===== src/sv/well512_generator_macros.svh =====
// ============================================================================
// WELL512 generator assertion macros
// Shared property templates for the concurrent checks in the RTL.
// ============================================================================
`ifndef WELL512_GENERATOR_MACROS_SVH
`define WELL512_GENERATOR_MACROS_SVH

// Same-cycle implication, disabled while the synchronous reset is low.
`define WL512_ASSERT_IMP(name, clk, rst_n, ante, cons, msg) \
    name: assert property (@(posedge clk) disable iff (!rst_n) (ante) |-> (cons)) \
        else $error(msg);

// Next-cycle implication, disabled while the synchronous reset is low.
`define WL512_ASSERT_NXT(name, clk, rst_n, ante, cons, msg) \
    name: assert property (@(posedge clk) disable iff (!rst_n) (ante) |=> (cons)) \
        else $error(msg);

`endif


===== src/sv/wl512_pkg.sv =====
// ============================================================================
// WELL512 package
// Types and fixed constants shared by the WELL512 generator modules.
// ============================================================================
`timescale 1ns / 1ps

package wl512_pkg;

    localparam int unsigned POOL_DEPTH = 16;
    localparam int unsigned ADDR_W     = $clog2(POOL_DEPTH);
    localparam int unsigned WORD_W     = 32;

    // Low 32 bits of the LCG multiplier; the upper bits never reach a 32-bit result.
    localparam logic [WORD_W-1:0] LCG_MUL_LO  = 32'hDEEC_E66D;
    localparam logic [WORD_W-1:0] LCG_INC     = 32'h0000_000B;
    localparam logic [WORD_W-1:0] TEMPER_MASK = 32'hDA44_2D24;

    // Pool offsets relative to the current position.
    localparam logic [ADDR_W-1:0] OFF_B  = 4'd13;
    localparam logic [ADDR_W-1:0] OFF_C  = 4'd9;
    localparam logic [ADDR_W-1:0] OFF_Z0 = 4'd15;

    localparam logic [ADDR_W-1:0] ADDR_FIRST = 4'd0;
    localparam logic [ADDR_W-1:0] ADDR_SECOND = 4'd1;
    localparam logic [ADDR_W-1:0] ADDR_LAST = 4'd15;

    // Kind of transaction.
    localparam logic KIND_SEED = 1'b0;
    localparam logic KIND_DRAW = 1'b1;

    typedef enum logic [7:0] {
        ST_IDLE     = 8'b0000_0001,
        ST_SEED_W0  = 8'b0000_0010,
        ST_SEED_W1  = 8'b0000_0100,
        ST_SEED_MUL = 8'b0000_1000,
        ST_SEED_ADD = 8'b0001_0000,
        ST_DRAW_B   = 8'b0010_0000,
        ST_DRAW_C   = 8'b0100_0000,
        ST_DRAW_D   = 8'b1000_0000
    } t_state;

    // Control word for the shared LCG unit.
    typedef struct packed {
        logic load;   // take a fresh seed
        logic mul;    // register t times the multiplier
        logic add;    // register product plus increment into t
        logic first;  // increment is the low seed half instead of the constant
    } t_lcg_ctrl;

endpackage


===== src/sv/wl512_pool.sv =====
// ============================================================================
// WELL512 state pool
// Sixteen-word memory with one write port, two registered read ports and
// per-entry valid bits so that unwritten entries read as zero after reset.
// ============================================================================
`timescale 1ns / 1ps

module wl512_pool (
    input  logic                                i_clk,
    input  logic                                i_rst_n,
    input  logic                                i_we,
    input  logic [wl512_pkg::ADDR_W-1:0]        i_waddr,
    input  logic [wl512_pkg::WORD_W-1:0]        i_wdata,
    input  logic [wl512_pkg::ADDR_W-1:0]        i_raddr0,
    input  logic [wl512_pkg::ADDR_W-1:0]        i_raddr1,
    output logic [wl512_pkg::WORD_W-1:0]        o_rdata0,
    output logic [wl512_pkg::WORD_W-1:0]        o_rdata1
);
    import wl512_pkg::*;

    logic [WORD_W-1:0]     r_mem [POOL_DEPTH];
    logic [POOL_DEPTH-1:0] r_valid;
    logic [WORD_W-1:0]     r_rd0;
    logic [WORD_W-1:0]     r_rd1;
    logic                  r_rv0;
    logic                  r_rv1;

    // Memory write and registered reads.
    always_ff @(posedge i_clk) begin
        if (i_we) begin
            r_mem[i_waddr] <= i_wdata;
        end
        r_rd0 <= r_mem[i_raddr0];
        r_rd1 <= r_mem[i_raddr1];
    end

    // Valid bits and their registered copies for the read ports.
    always_ff @(posedge i_clk) begin
        if (!i_rst_n) begin
            r_valid <= '0;
            r_rv0   <= 1'b0;
            r_rv1   <= 1'b0;
        end else begin
            if (i_we) begin
                r_valid[i_waddr] <= 1'b1;
            end
            r_rv0 <= r_valid[i_raddr0];
            r_rv1 <= r_valid[i_raddr1];
        end
    end

    // An entry never written since reset reads as zero.
    assign o_rdata0 = r_rv0 ? r_rd0 : '0;
    assign o_rdata1 = r_rv1 ? r_rd1 : '0;

endmodule


===== src/sv/wl512_lcg.sv =====
// ============================================================================
// WELL512 seeding LCG unit
// Shared multiplier and adder that walk the linear congruential fill,
// one multiply and one add per step.
// ============================================================================
`timescale 1ns / 1ps

module wl512_lcg (
    input  logic                                i_clk,
    input  wl512_pkg::t_lcg_ctrl                i_ctrl,
    input  logic [2*wl512_pkg::WORD_W-1:0]      i_seed,
    output logic [wl512_pkg::WORD_W-1:0]        o_t,
    output logic [wl512_pkg::WORD_W-1:0]        o_lo,
    output logic [wl512_pkg::WORD_W-1:0]        o_sum
);
    import wl512_pkg::*;

    logic [WORD_W-1:0] r_t;
    logic [WORD_W-1:0] r_lo;
    logic [WORD_W-1:0] r_prod;

    // Sum of the registered product and the current increment.
    assign o_sum = r_prod + (i_ctrl.first ? r_lo : LCG_INC);

    // Datapath registers; the product is registered before the add.
    always_ff @(posedge i_clk) begin
        if (i_ctrl.load) begin
            r_t  <= i_seed[2*WORD_W-1:WORD_W];
            r_lo <= i_seed[WORD_W-1:0];
        end else if (i_ctrl.add) begin
            r_t <= o_sum;
        end
        if (i_ctrl.mul) begin
            r_prod <= r_t * LCG_MUL_LO;
        end
    end

    assign o_t  = r_t;
    assign o_lo = r_lo;

endmodule


===== src/sv/well512_generator.sv =====
// ============================================================================
// WELL512a generator
// Seeds a sixteen-word pool through an LCG fill and draws 32-bit words
// with the WELL512a recurrence, one transaction at a time.
// ============================================================================
//  Channel   Handshake          Payload            Direction
//  command   start / busy       i_kind, i_seed     in
//  result    o_valid strobe     o_word             out
//
// A draw keeps busy high through the ST_DRAW_B, ST_DRAW_C and ST_DRAW_D states
// and shows its word in the cycle after ST_DRAW_D. It reads the pool twice on
// the two read ports and writes it twice through its single write port.
// A seed keeps busy high through two pool writes and then fifteen multiply
// and add steps through the shared LCG unit (the first one folds in the
// low seed half), and gives no result.
// Reset is synchronous and active low; the pool reads as zero until seeded.
// The receiver cannot stall: o_valid is high for exactly one cycle.
`timescale 1ns / 1ps

module well512_generator (
    input  logic                                i_clk,
    input  logic                                i_rst_n,
    input  logic                                start,
    output logic                                busy,
    input  logic                                i_kind,
    input  logic [2*wl512_pkg::WORD_W-1:0]      i_seed,
    output logic                                o_valid,
    output logic [wl512_pkg::WORD_W-1:0]        o_word
);
    import wl512_pkg::*;

    t_state               r_state;
    t_state               n_state;
    logic [ADDR_W-1:0]    r_pos;
    logic [ADDR_W-1:0]    r_k;
    logic [WORD_W-1:0]    r_z1;
    logic [WORD_W-1:0]    r_n0;
    logic [WORD_W-1:0]    r_word;
    logic                 r_valid;

    logic                 accept;
    t_lcg_ctrl            lcg_ctrl;
    logic [WORD_W-1:0]    lcg_t;
    logic [WORD_W-1:0]    lcg_lo;
    logic [WORD_W-1:0]    lcg_sum;

    logic                 mem_we;
    logic [ADDR_W-1:0]    mem_waddr;
    logic [WORD_W-1:0]    mem_wdata;
    logic [ADDR_W-1:0]    mem_raddr0;
    logic [ADDR_W-1:0]    mem_raddr1;
    logic [WORD_W-1:0]    mem_rdata0;
    logic [WORD_W-1:0]    mem_rdata1;

    logic [WORD_W-1:0]    a_w;
    logic [WORD_W-1:0]    b_w;
    logic [WORD_W-1:0]    z1;
    logic [WORD_W-1:0]    z2;
    logic [WORD_W-1:0]    n1;
    logic [WORD_W-1:0]    n0;

    assign busy   = (r_state != ST_IDLE);
    assign accept = start && !busy;

    // Next-state logic of the sequencer.
    always_comb begin
        n_state = r_state;
        unique case (r_state)
            ST_IDLE: begin
                if (accept) begin
                    n_state = (i_kind == KIND_DRAW) ? ST_DRAW_B : ST_SEED_W0;
                end
            end
            ST_SEED_W0:  n_state = ST_SEED_W1;
            ST_SEED_W1:  n_state = ST_SEED_MUL;
            ST_SEED_MUL: n_state = ST_SEED_ADD;
            ST_SEED_ADD: n_state = (r_k == ADDR_LAST) ? ST_IDLE : ST_SEED_MUL;
            ST_DRAW_B:   n_state = ST_DRAW_C;
            ST_DRAW_C:   n_state = ST_DRAW_D;
            ST_DRAW_D:   n_state = ST_IDLE;
            default:     n_state = ST_IDLE;
        endcase
    end

    // LCG unit control.
    always_comb begin
        lcg_ctrl.load  = accept && (i_kind == KIND_SEED);
        lcg_ctrl.mul   = (r_state == ST_SEED_MUL);
        lcg_ctrl.add   = (r_state == ST_SEED_ADD);
        lcg_ctrl.first = (r_k == ADDR_SECOND);
    end

    wl512_lcg u_lcg (
        .i_clk  (i_clk),
        .i_ctrl (lcg_ctrl),
        .i_seed (i_seed),
        .o_t    (lcg_t),
        .o_lo   (lcg_lo),
        .o_sum  (lcg_sum)
    );

    // Recurrence terms; pool data arrive in the cycle after their addresses.
    assign a_w = mem_rdata0;
    assign b_w = mem_rdata1;
    assign z1  = (a_w ^ (a_w << 16)) ^ (b_w ^ (b_w << 15));
    assign z2  = mem_rdata0 ^ (mem_rdata0 >> 11);
    assign n1  = r_z1 ^ z2;
    assign n0  = (mem_rdata1 ^ (mem_rdata1 << 2)) ^ (r_z1 ^ (r_z1 << 18))
               ^ (z2 << 28) ^ (n1 ^ ((n1 << 5) & TEMPER_MASK));

    // Read addresses: c and z0 in the ST_DRAW_B state, a and b in every other state.
    always_comb begin
        if (r_state == ST_DRAW_B) begin
            mem_raddr0 = ADDR_W'(r_pos + OFF_C);
            mem_raddr1 = ADDR_W'(r_pos + OFF_Z0);
        end else begin
            mem_raddr0 = r_pos;
            mem_raddr1 = ADDR_W'(r_pos + OFF_B);
        end
    end

    // Write port selection.
    always_comb begin
        mem_we    = 1'b0;
        mem_waddr = r_pos;
        mem_wdata = n1;
        unique case (r_state)
            ST_SEED_W0: begin
                mem_we    = 1'b1;
                mem_waddr = ADDR_FIRST;
                mem_wdata = lcg_t;
            end
            ST_SEED_W1: begin
                mem_we    = 1'b1;
                mem_waddr = ADDR_SECOND;
                mem_wdata = lcg_lo;
            end
            ST_SEED_ADD: begin
                mem_we    = (r_k != ADDR_SECOND);
                mem_waddr = r_k;
                mem_wdata = lcg_sum;
            end
            ST_DRAW_C: begin
                mem_we    = 1'b1;
                mem_waddr = r_pos;
                mem_wdata = n1;
            end
            ST_DRAW_D: begin
                mem_we    = 1'b1;
                mem_waddr = ADDR_W'(r_pos + OFF_Z0);
                mem_wdata = r_n0;
            end
            default: begin
                mem_we = 1'b0;
            end
        endcase
    end

    wl512_pool u_pool (
        .i_clk    (i_clk),
        .i_rst_n  (i_rst_n),
        .i_we     (mem_we),
        .i_waddr  (mem_waddr),
        .i_wdata  (mem_wdata),
        .i_raddr0 (mem_raddr0),
        .i_raddr1 (mem_raddr1),
        .o_rdata0 (mem_rdata0),
        .o_rdata1 (mem_rdata1)
    );

    // Control registers: state, position, fill counter and result strobe.
    always_ff @(posedge i_clk) begin
        if (!i_rst_n) begin
            r_state <= ST_IDLE;
            r_pos   <= '0;
            r_k     <= '0;
            r_valid <= 1'b0;
        end else begin
            r_state <= n_state;
            r_valid <= (r_state == ST_DRAW_D);
            if (accept && (i_kind == KIND_SEED)) begin
                r_pos <= '0;
                r_k   <= ADDR_SECOND;
            end else if (r_state == ST_SEED_ADD) begin
                r_k <= ADDR_W'(r_k + 1'b1);
            end else if (r_state == ST_DRAW_D) begin
                r_pos <= ADDR_W'(r_pos + OFF_Z0);
            end
        end
    end

    // Payload registers of the draw.
    always_ff @(posedge i_clk) begin
        if (r_state == ST_DRAW_B) begin
            r_z1 <= z1;
        end
        if (r_state == ST_DRAW_C) begin
            r_n0 <= n0;
        end
        if (r_state == ST_DRAW_D) begin
            r_word <= r_n0;
        end
    end

    assign o_valid = r_valid;
    assign o_word  = r_word;

    // Checks on the sequencer.
    `include "well512_generator_macros.svh"

    `WL512_ASSERT_NXT(a_draw_advances, i_clk, i_rst_n, (r_state == ST_DRAW_D), (o_valid && (r_pos == ADDR_W'($past(r_pos) + OFF_Z0))), "draw did not strobe a result and advance the position")
    `WL512_ASSERT_IMP(a_valid_when_idle, i_clk, i_rst_n, o_valid, (r_state == ST_IDLE), "result strobe while the sequencer is busy")
    `WL512_ASSERT_NXT(a_seed_no_result, i_clk, i_rst_n, ((r_state == ST_SEED_ADD) && (r_k == ADDR_LAST)), ((r_state == ST_IDLE) && !o_valid), "seed fill did not end quietly")

endmodule


===== config.mk =====
export PLATFORM = sky130hd
export DESIGN_NAME = well512_generator
export DESIGN_NICKNAME = d
export VERILOG_FILES = /design/src/sv/wl512_pkg.sv /design/src/sv/wl512_pool.sv /design/src/sv/wl512_lcg.sv /design/src/sv/well512_generator.sv
export VERILOG_INCLUDE_DIRS = /design/src /design/src/sv
export SDC_FILE = /design/constraint.sdc
export NUM_CORES = 2
export LEC_CHECK = 0
export BUFFER_PORTS_ARGS = -buffer_cell sky130_fd_sc_hd__buf_2
export CAP_MARGIN = 0
export CORE_UTILIZATION = 45
export CTS_CLUSTER_DIAMETER = 80
export CTS_CLUSTER_SIZE = 28
export DETAILED_ROUTE_END_ITERATION = 12
export PLACE_DENSITY = 0.7
export SKIP_LAST_GASP = 1
export SYNTH_ARGS = -nofsm -noshare
export SYNTH_HDL_FRONTEND = slang
export SYNTH_SLANG_ARGS = --single-unit

===== constraint.sdc =====
create_clock -name i_clk -period 6.79 [get_ports i_clk]
set_input_delay 1.0185 -clock i_clk [delete_from_list [all_inputs] [get_ports i_clk]]
set_output_delay 1.0185 -clock i_clk [all_outputs]
set_load 0.005 [all_outputs]

Yosys cells after proc, flatten, opt, wreduce, memory -nomap -nowiden. Memories as Yosys holds them, arrays and structs flattened. A register that Yosys moved wholly into a read port is not among the register bits. Index checks and enable logic that the tools add are counted.

Register bits after elaboration: 227. RAM bits: 512. Input bits: 68. Output and inout bits: 34. Logic and storage cells: 85. Memories: 1.

$add $sub $neg: 5. Multipliers: 1. $lt $le $gt $ge: 4. Equality and inequality tests: 13. Mux-type cells: 24. Bitwise gates (word level): 15. Reduce and logical (&&, ||, !) cells: 8.

Memories: u_pool.r_mem (depth 16, bits a word 32, rd ports 2, clocked after Yosys merged registers in 2, wr ports 1, RTL line wl512_pool.sv:21) `logic [WORD_W-1:0] r_mem [POOL_DEPTH];`.

Operators with widths (count): 32-bit XOR (10); 32-bit two-way mux (5); 32-bit case mux with 4 select lines (1); 8-bit case mux with 7 select lines (1); 32-bit adder (1); 32-bit by 31-bit multiplier with 32-bit output, second input constant (1); 32-bit by 21-bit XOR with 32-bit output (1); 16-bit OR (1); 4-bit case mux with 4 select lines (1); 4-bit by 5-bit < comparator with 1-bit output, second input constant (3); 4-bit adder, second input constant (3); 4-bit two-way mux (3); 1-bit binary-select mux with 4-bit select (2); 8-bit by 1-bit == test with 1-bit output, second input constant (1); 8-bit by 2-bit == test with 1-bit output, second input constant (1); 8-bit by 3-bit == test with 1-bit output, second input constant (1); 8-bit by 4-bit == test with 1-bit output, second input constant (1); 8-bit by 5-bit == test with 1-bit output, second input constant (1); 8-bit by 6-bit == test with 1-bit output, second input constant (1); 8-bit by 7-bit == test with 1-bit output, second input constant (1); 8-bit == test, second input constant (1); 8-bit two-way mux (1); 8-bit by 1-bit != test with 1-bit output, second input constant (1); 1-bit two-way mux (7); other kinds (16) (20).

Longest topological paths before layout.
Depth after elaboration: 7. Depth in mapped cells: 24. Depth with buffers taken out: 24.

Modules after synthesis. A second synthesis with hierarchy kept.

Cell total of the unflattened synthesis: 3320. Area, all modules: 47110.2 µm².

By module, submodules not included: wl512_pool (times used 1, cells an instance 1284, area each 25468.2 µm², sequential area each 17016.3 µm²); wl512_lcg (times used 1, cells an instance 1416, area each 14747.9 µm², sequential area each 2882.8 µm²); well512_generator (times used 1, cells an instance 620, area each 6894.1 µm², sequential area each 3223.1 µm²).

Worst setup path after synthesis. Ideal clock, no wire load.

Path kind: flip-flop to flip-flop. From: register u_lcg.r_t[9] (netlist: u_lcg.o_t[9]). To: register u_lcg.r_prod[31], data pin. Setup time: 0.260 ns. Arrival time: 6.182 ns. Required time: 6.530 ns. Path slack: 0.348 ns. Cell stages (with the launch flop): 23. Path buffers: 0. Clock period less this slack: 6.442 ns. Path through: edfxtp_1 > inv_1 > fa_1 > inv_1 > ha_1 > fa_1 > inv_1 > fa_1 > inv_1 > fa_1 > fa_1 > fa_1 > inv_1 > fa_1 > inv_1 > ha_1 > a21o_1 > a21o_1 > a2bb2oi_1 > o31ai_1 > o41ai_1 > o21ai_0 > xnor2_1.

Longest elaborated chain between the ends: 1.

RTL lines: start: declaration (RTL line wl512_lcg.sv:18) `logic [WORD_W-1:0] r_t;`; start signal: assignment (RTL line wl512_lcg.sv:28) `r_t <= i_seed[2*WORD_W-1:WORD_W];`; start signal: assignment (RTL line wl512_lcg.sv:31) `r_t <= o_sum;`; 32-bit by 31-bit multiplier with 32-bit output (RTL line wl512_lcg.sv:34) `r_prod <= r_t * LCG_MUL_LO;`; end signal: assignment (RTL line wl512_lcg.sv:34); end: declaration (RTL line wl512_lcg.sv:20) `logic [WORD_W-1:0] r_prod;`.

No other way between the ends. A chain may end at the register's enable or synchronous reset.

Worst setup path after layout.
From: register u_lcg.r_t[8] (netlist: u_lcg.o_t[8]). To: register u_lcg.r_prod[30], data pin.

Same word-level chain as after synthesis.

==> results by group <==
Status
  – Status: finished with violations
  – Failing checks: DRC

Synth
  – Synth warn: 0
  – Post-Syn Area: 48100 um^2
  – Post-synth top area cell: edfxtp_1
  – Synth cell types: 73
  – #FFs+latches synth: 803
  – Post-synth EDFFs: 704
  – Mapped Cells: 3970
  – Synth Flop Type: edfxtp_1
  – Syn_nets: between 4000 and 5000
  – Largest cells by area after synthesis: edfxtp_1, fa_1, mux4_2
  – Sequential-to-total area share from yosys stat: 48.1%
  – Avg Cell Area, Syn: ~12 um^2
  – Ys async rst share: 0%
  – Synth top area share: 43.9%

Timing
  – RSZ-0062 raised after global routing: false
  – Final period utilization: 96.1%
  – Fin. Hold Viols: 0
  – Slew @ Worst Pin: 1.25 ns
  – Maximum clock rate: 153 MHz
  – Final setup viols: 0
  – TNS Setup: 0 ns
  – Slew Viols, Final: 0
  – Clock Skews: 0.0409 ns
  – Max_slew headroom: 16.5%
  – Fin crit period: 6.53 ns
  – Setup WS post-layout: 0.262 ns

Critical path
  – Critical path startpoint category: flop
  – Kind of cell adding the most delay to the critical path: adder cells
  – Crit. End Element: flop
  – Worst path required time: 7.18 ns
  – CP peak stage delay: 0.57 ns
  – Crit Path Category: flop to flop
  – CP bufs+invs: 6
  – Worst path cell trace: buf_4, ha_1, inv_1, fa_1, inv_1, ha_1, fa_1, ha_1, ha_1, inv_1, fa_1, fa_1, inv_1, ha_1, o21ai_0, a21oi_1, and3_1, a31oi_1, buf_4, o311ai_0, a21o_1, a21oi_1, xnor2_1
  – Slowest-stage cell, CP: edfxtp_1
  – Crit path DAT: just under 7 ns
  – Crit-path max FO: 7
  – Most Frequent Cell on Critical Path: ha_1

Layout
  – Share of layout cells above drive strength 1: 11.7%
  – Fill count: 9111
  – Area taken by multi-input logic gates: 22800 um^2
  – Register area: 23100 um^2
  – Layout Nets: 4548
  – Non-Filler Instances: 5457
  – Synth-to-Final Area Change: 8.69%
  – Design area: 52300 um^2
  – Ant. Diodes: 0

Clock network
  – Clock sinks: 803
  – Root buf cell: clkbuf_16
  – Worst-Skew Late Latency: approximately 0.67 ns
  – CTS Hold Buffers Added: 0
  – Clock-pin slew on the worst setup and hold paths: 0.10 ns
  – CTS Buf Count: 44
  – # H-tree levels: 2
  – Worst-case clock buffer depth: 3
  – CTS tree: yes

Place
  – Place WS: 0.142 ns
  – Area post-placement: 50700 um^2
  – Post-detail-place hpwl: 99.1 mm
  – Port Buffer Count: 101
  – Final GP Congestion: 0.990
  – Post-Place Cells: 5369

Global routing
  – Pin count of the biggest net entering global routing: 144
  – Initial antenna violation count: 5
  – First-pass GRT wire length: 206 mm
  – Number of global-route vias before repair: 31900
  – Overall routing resource usage: between 20% and 30%
  – Gr ovfl total: 0

Power
  – VDD IR max: approximately 1100 uV
  – Cell leakage power: 19.4 nW
  – Pwr dens: ~480 nW/um^2
  – Power Total: between 20 and 25 mW

Drt
  – Post-DRT Antenna Nets: 0
  – Vias: 32500
  – WL per Instance: 25.9 um
  – 1st-iter DRT viols: 3187
  – Total wire length: roughly 140 mm
  – DRC errors left: 15
  – First-pass DRT Iterations: 12
  – Vias per cell: 5.95

Die
  – Die Width: 329 um
  – # IOs: 102
  – Die area: 108000 um^2
  – # rows: 119
  – Die Height: 329 um
  – Starting Density: 45.6%
  – Core Region: 106000 um^2

Worst hold path
  – Hold crit path type: flop to flop

Run
  – Max-cap violations: 0
==> synthesized netlist by cell type, drive strengths merged, types with 18 or more instances <==
cell type and count:
o21ai 57, buf 66, xnor2 126, inv 421, a222oi 27, a21o 18, ha 236, clkbuf 145
mux2i 39, dfxtp 99, mux4 132, o21a 34, a21oi 154, nor2b 38, a311oi 67, fa 214
and2 161, nand3 18, nor2 81, nand2 494, xor2 177, edfxtp 704, a211oi 208, a31oi 75
==> sequential cells by signal, indices dropped and copies added (netlist names) <==
register and flops:
r_k 4, u_pool.r_rd0 32, u_pool.r_rv1 1, o_valid 1, u_lcg.o_lo 32, o_word 32, u_lcg.r_prod 32, u_lcg.o_t 32
u_pool.r_rv0 1, u_pool.r_valid 16, r_z1 32, r_n0 32, r_pos 4, u_pool.r_mem 512, u_pool.r_rd1 32, r_state 8
==> stage by stage <==
step / utilization (%) / hold slack (ns)
global placement: 48.0 / 0.436
finish: 49.5 / 0.483
global route: 49.5 / 0.482
detailed placement: 48.0 / 0.446
CTS: 49.5 / 0.470
floorplan: - / 0.427
==> final cells by class <==
cell class	instances	area share (%)
Timing Repair Buffer	225	2.99
Multi-Input combinational cell	2535	43.5
Sequential cell	803	44.2
Clock buffer	62	2.35
Tap cell	1391	3.33
Inverter	421	3.02
Clock inverter	20	0.553
==> repair_timing <==
item / in CTS / in global routing
buffers inserted: 0 / 6
gates resized for setup: 0 / 4
endpoints found under the setup margin: 0 / 3
==> cell families after synthesis <==
logic type | synth area share, %
XOR/XNOR | 5.61
AND/OR/NAND/NOR | 8.65
AO/OA/AOI/OAI | 10.4
adder cells (fa/ha/maj) | 15.1
multiplexers | 7.07
buffers and inverters | 5.14
flip-flops | 48.1
==> cell usage in the layout, fill, tap and decap left out, types with 27 or more instances in the layout <==
cell type / netlist / layout
nand2_1: 494 / 494
inv_1: 421 / 419
buf_4: 10 / 114
ha_1: 236 / 236
dfxtp_1: 99 / 96
edfxtp_1: 704 / 704
and2_1: 161 / 161
a21oi_1: 154 / 154
a211oi_1: 208 / 207
xor2_1: 177 / 176
nor2_1: 81 / 65
mux4_2: 132 / 132
clkbuf_16: 0 / 46
o21a_1: 34 / 34
mux2i_1: 39 / 38
fa_1: 214 / 214
o21ai_0: 57 / 57
xnor2_1: 126 / 121
a222oi_1: 27 / 27
a31oi_1: 75 / 75
buf_2: 43 / 101
nor2b_1: 38 / 38
a311oi_1: 67 / 67
==> power breakdown <==
part	internal (mW)	switching (mW)
Combinational	6.80	8.76
Clock	1.36	1.78
Sequential	6.21	0.0685
Total	14.4	10.6
==> worst paths after layout <==
check	start	end	slack, ns	cells past startpoint
worst min register to register	r_n0[14]	o_word[14]	0.48	0
worst min-delay path	r_n0[14]	o_word[14]	0.48	0
worst max-delay path	u_lcg.o_t[8]	u_lcg.r_prod[30]	0.26	23
worst max register to register	u_lcg.o_t[8]	u_lcg.r_prod[30]	0.26	23
==> per-layer routing <==
layer  GRT usage [%]  vias up  part of all wire (%)
met3            3.10      311                   7.1
met4            11.8        0                   4.8
li1                -    14300                     -
met2            44.3     1436                    49
met1            33.1    16400                    39
met5               0        -                     0
Note: power is estimated with default switching activity, not from simulation.
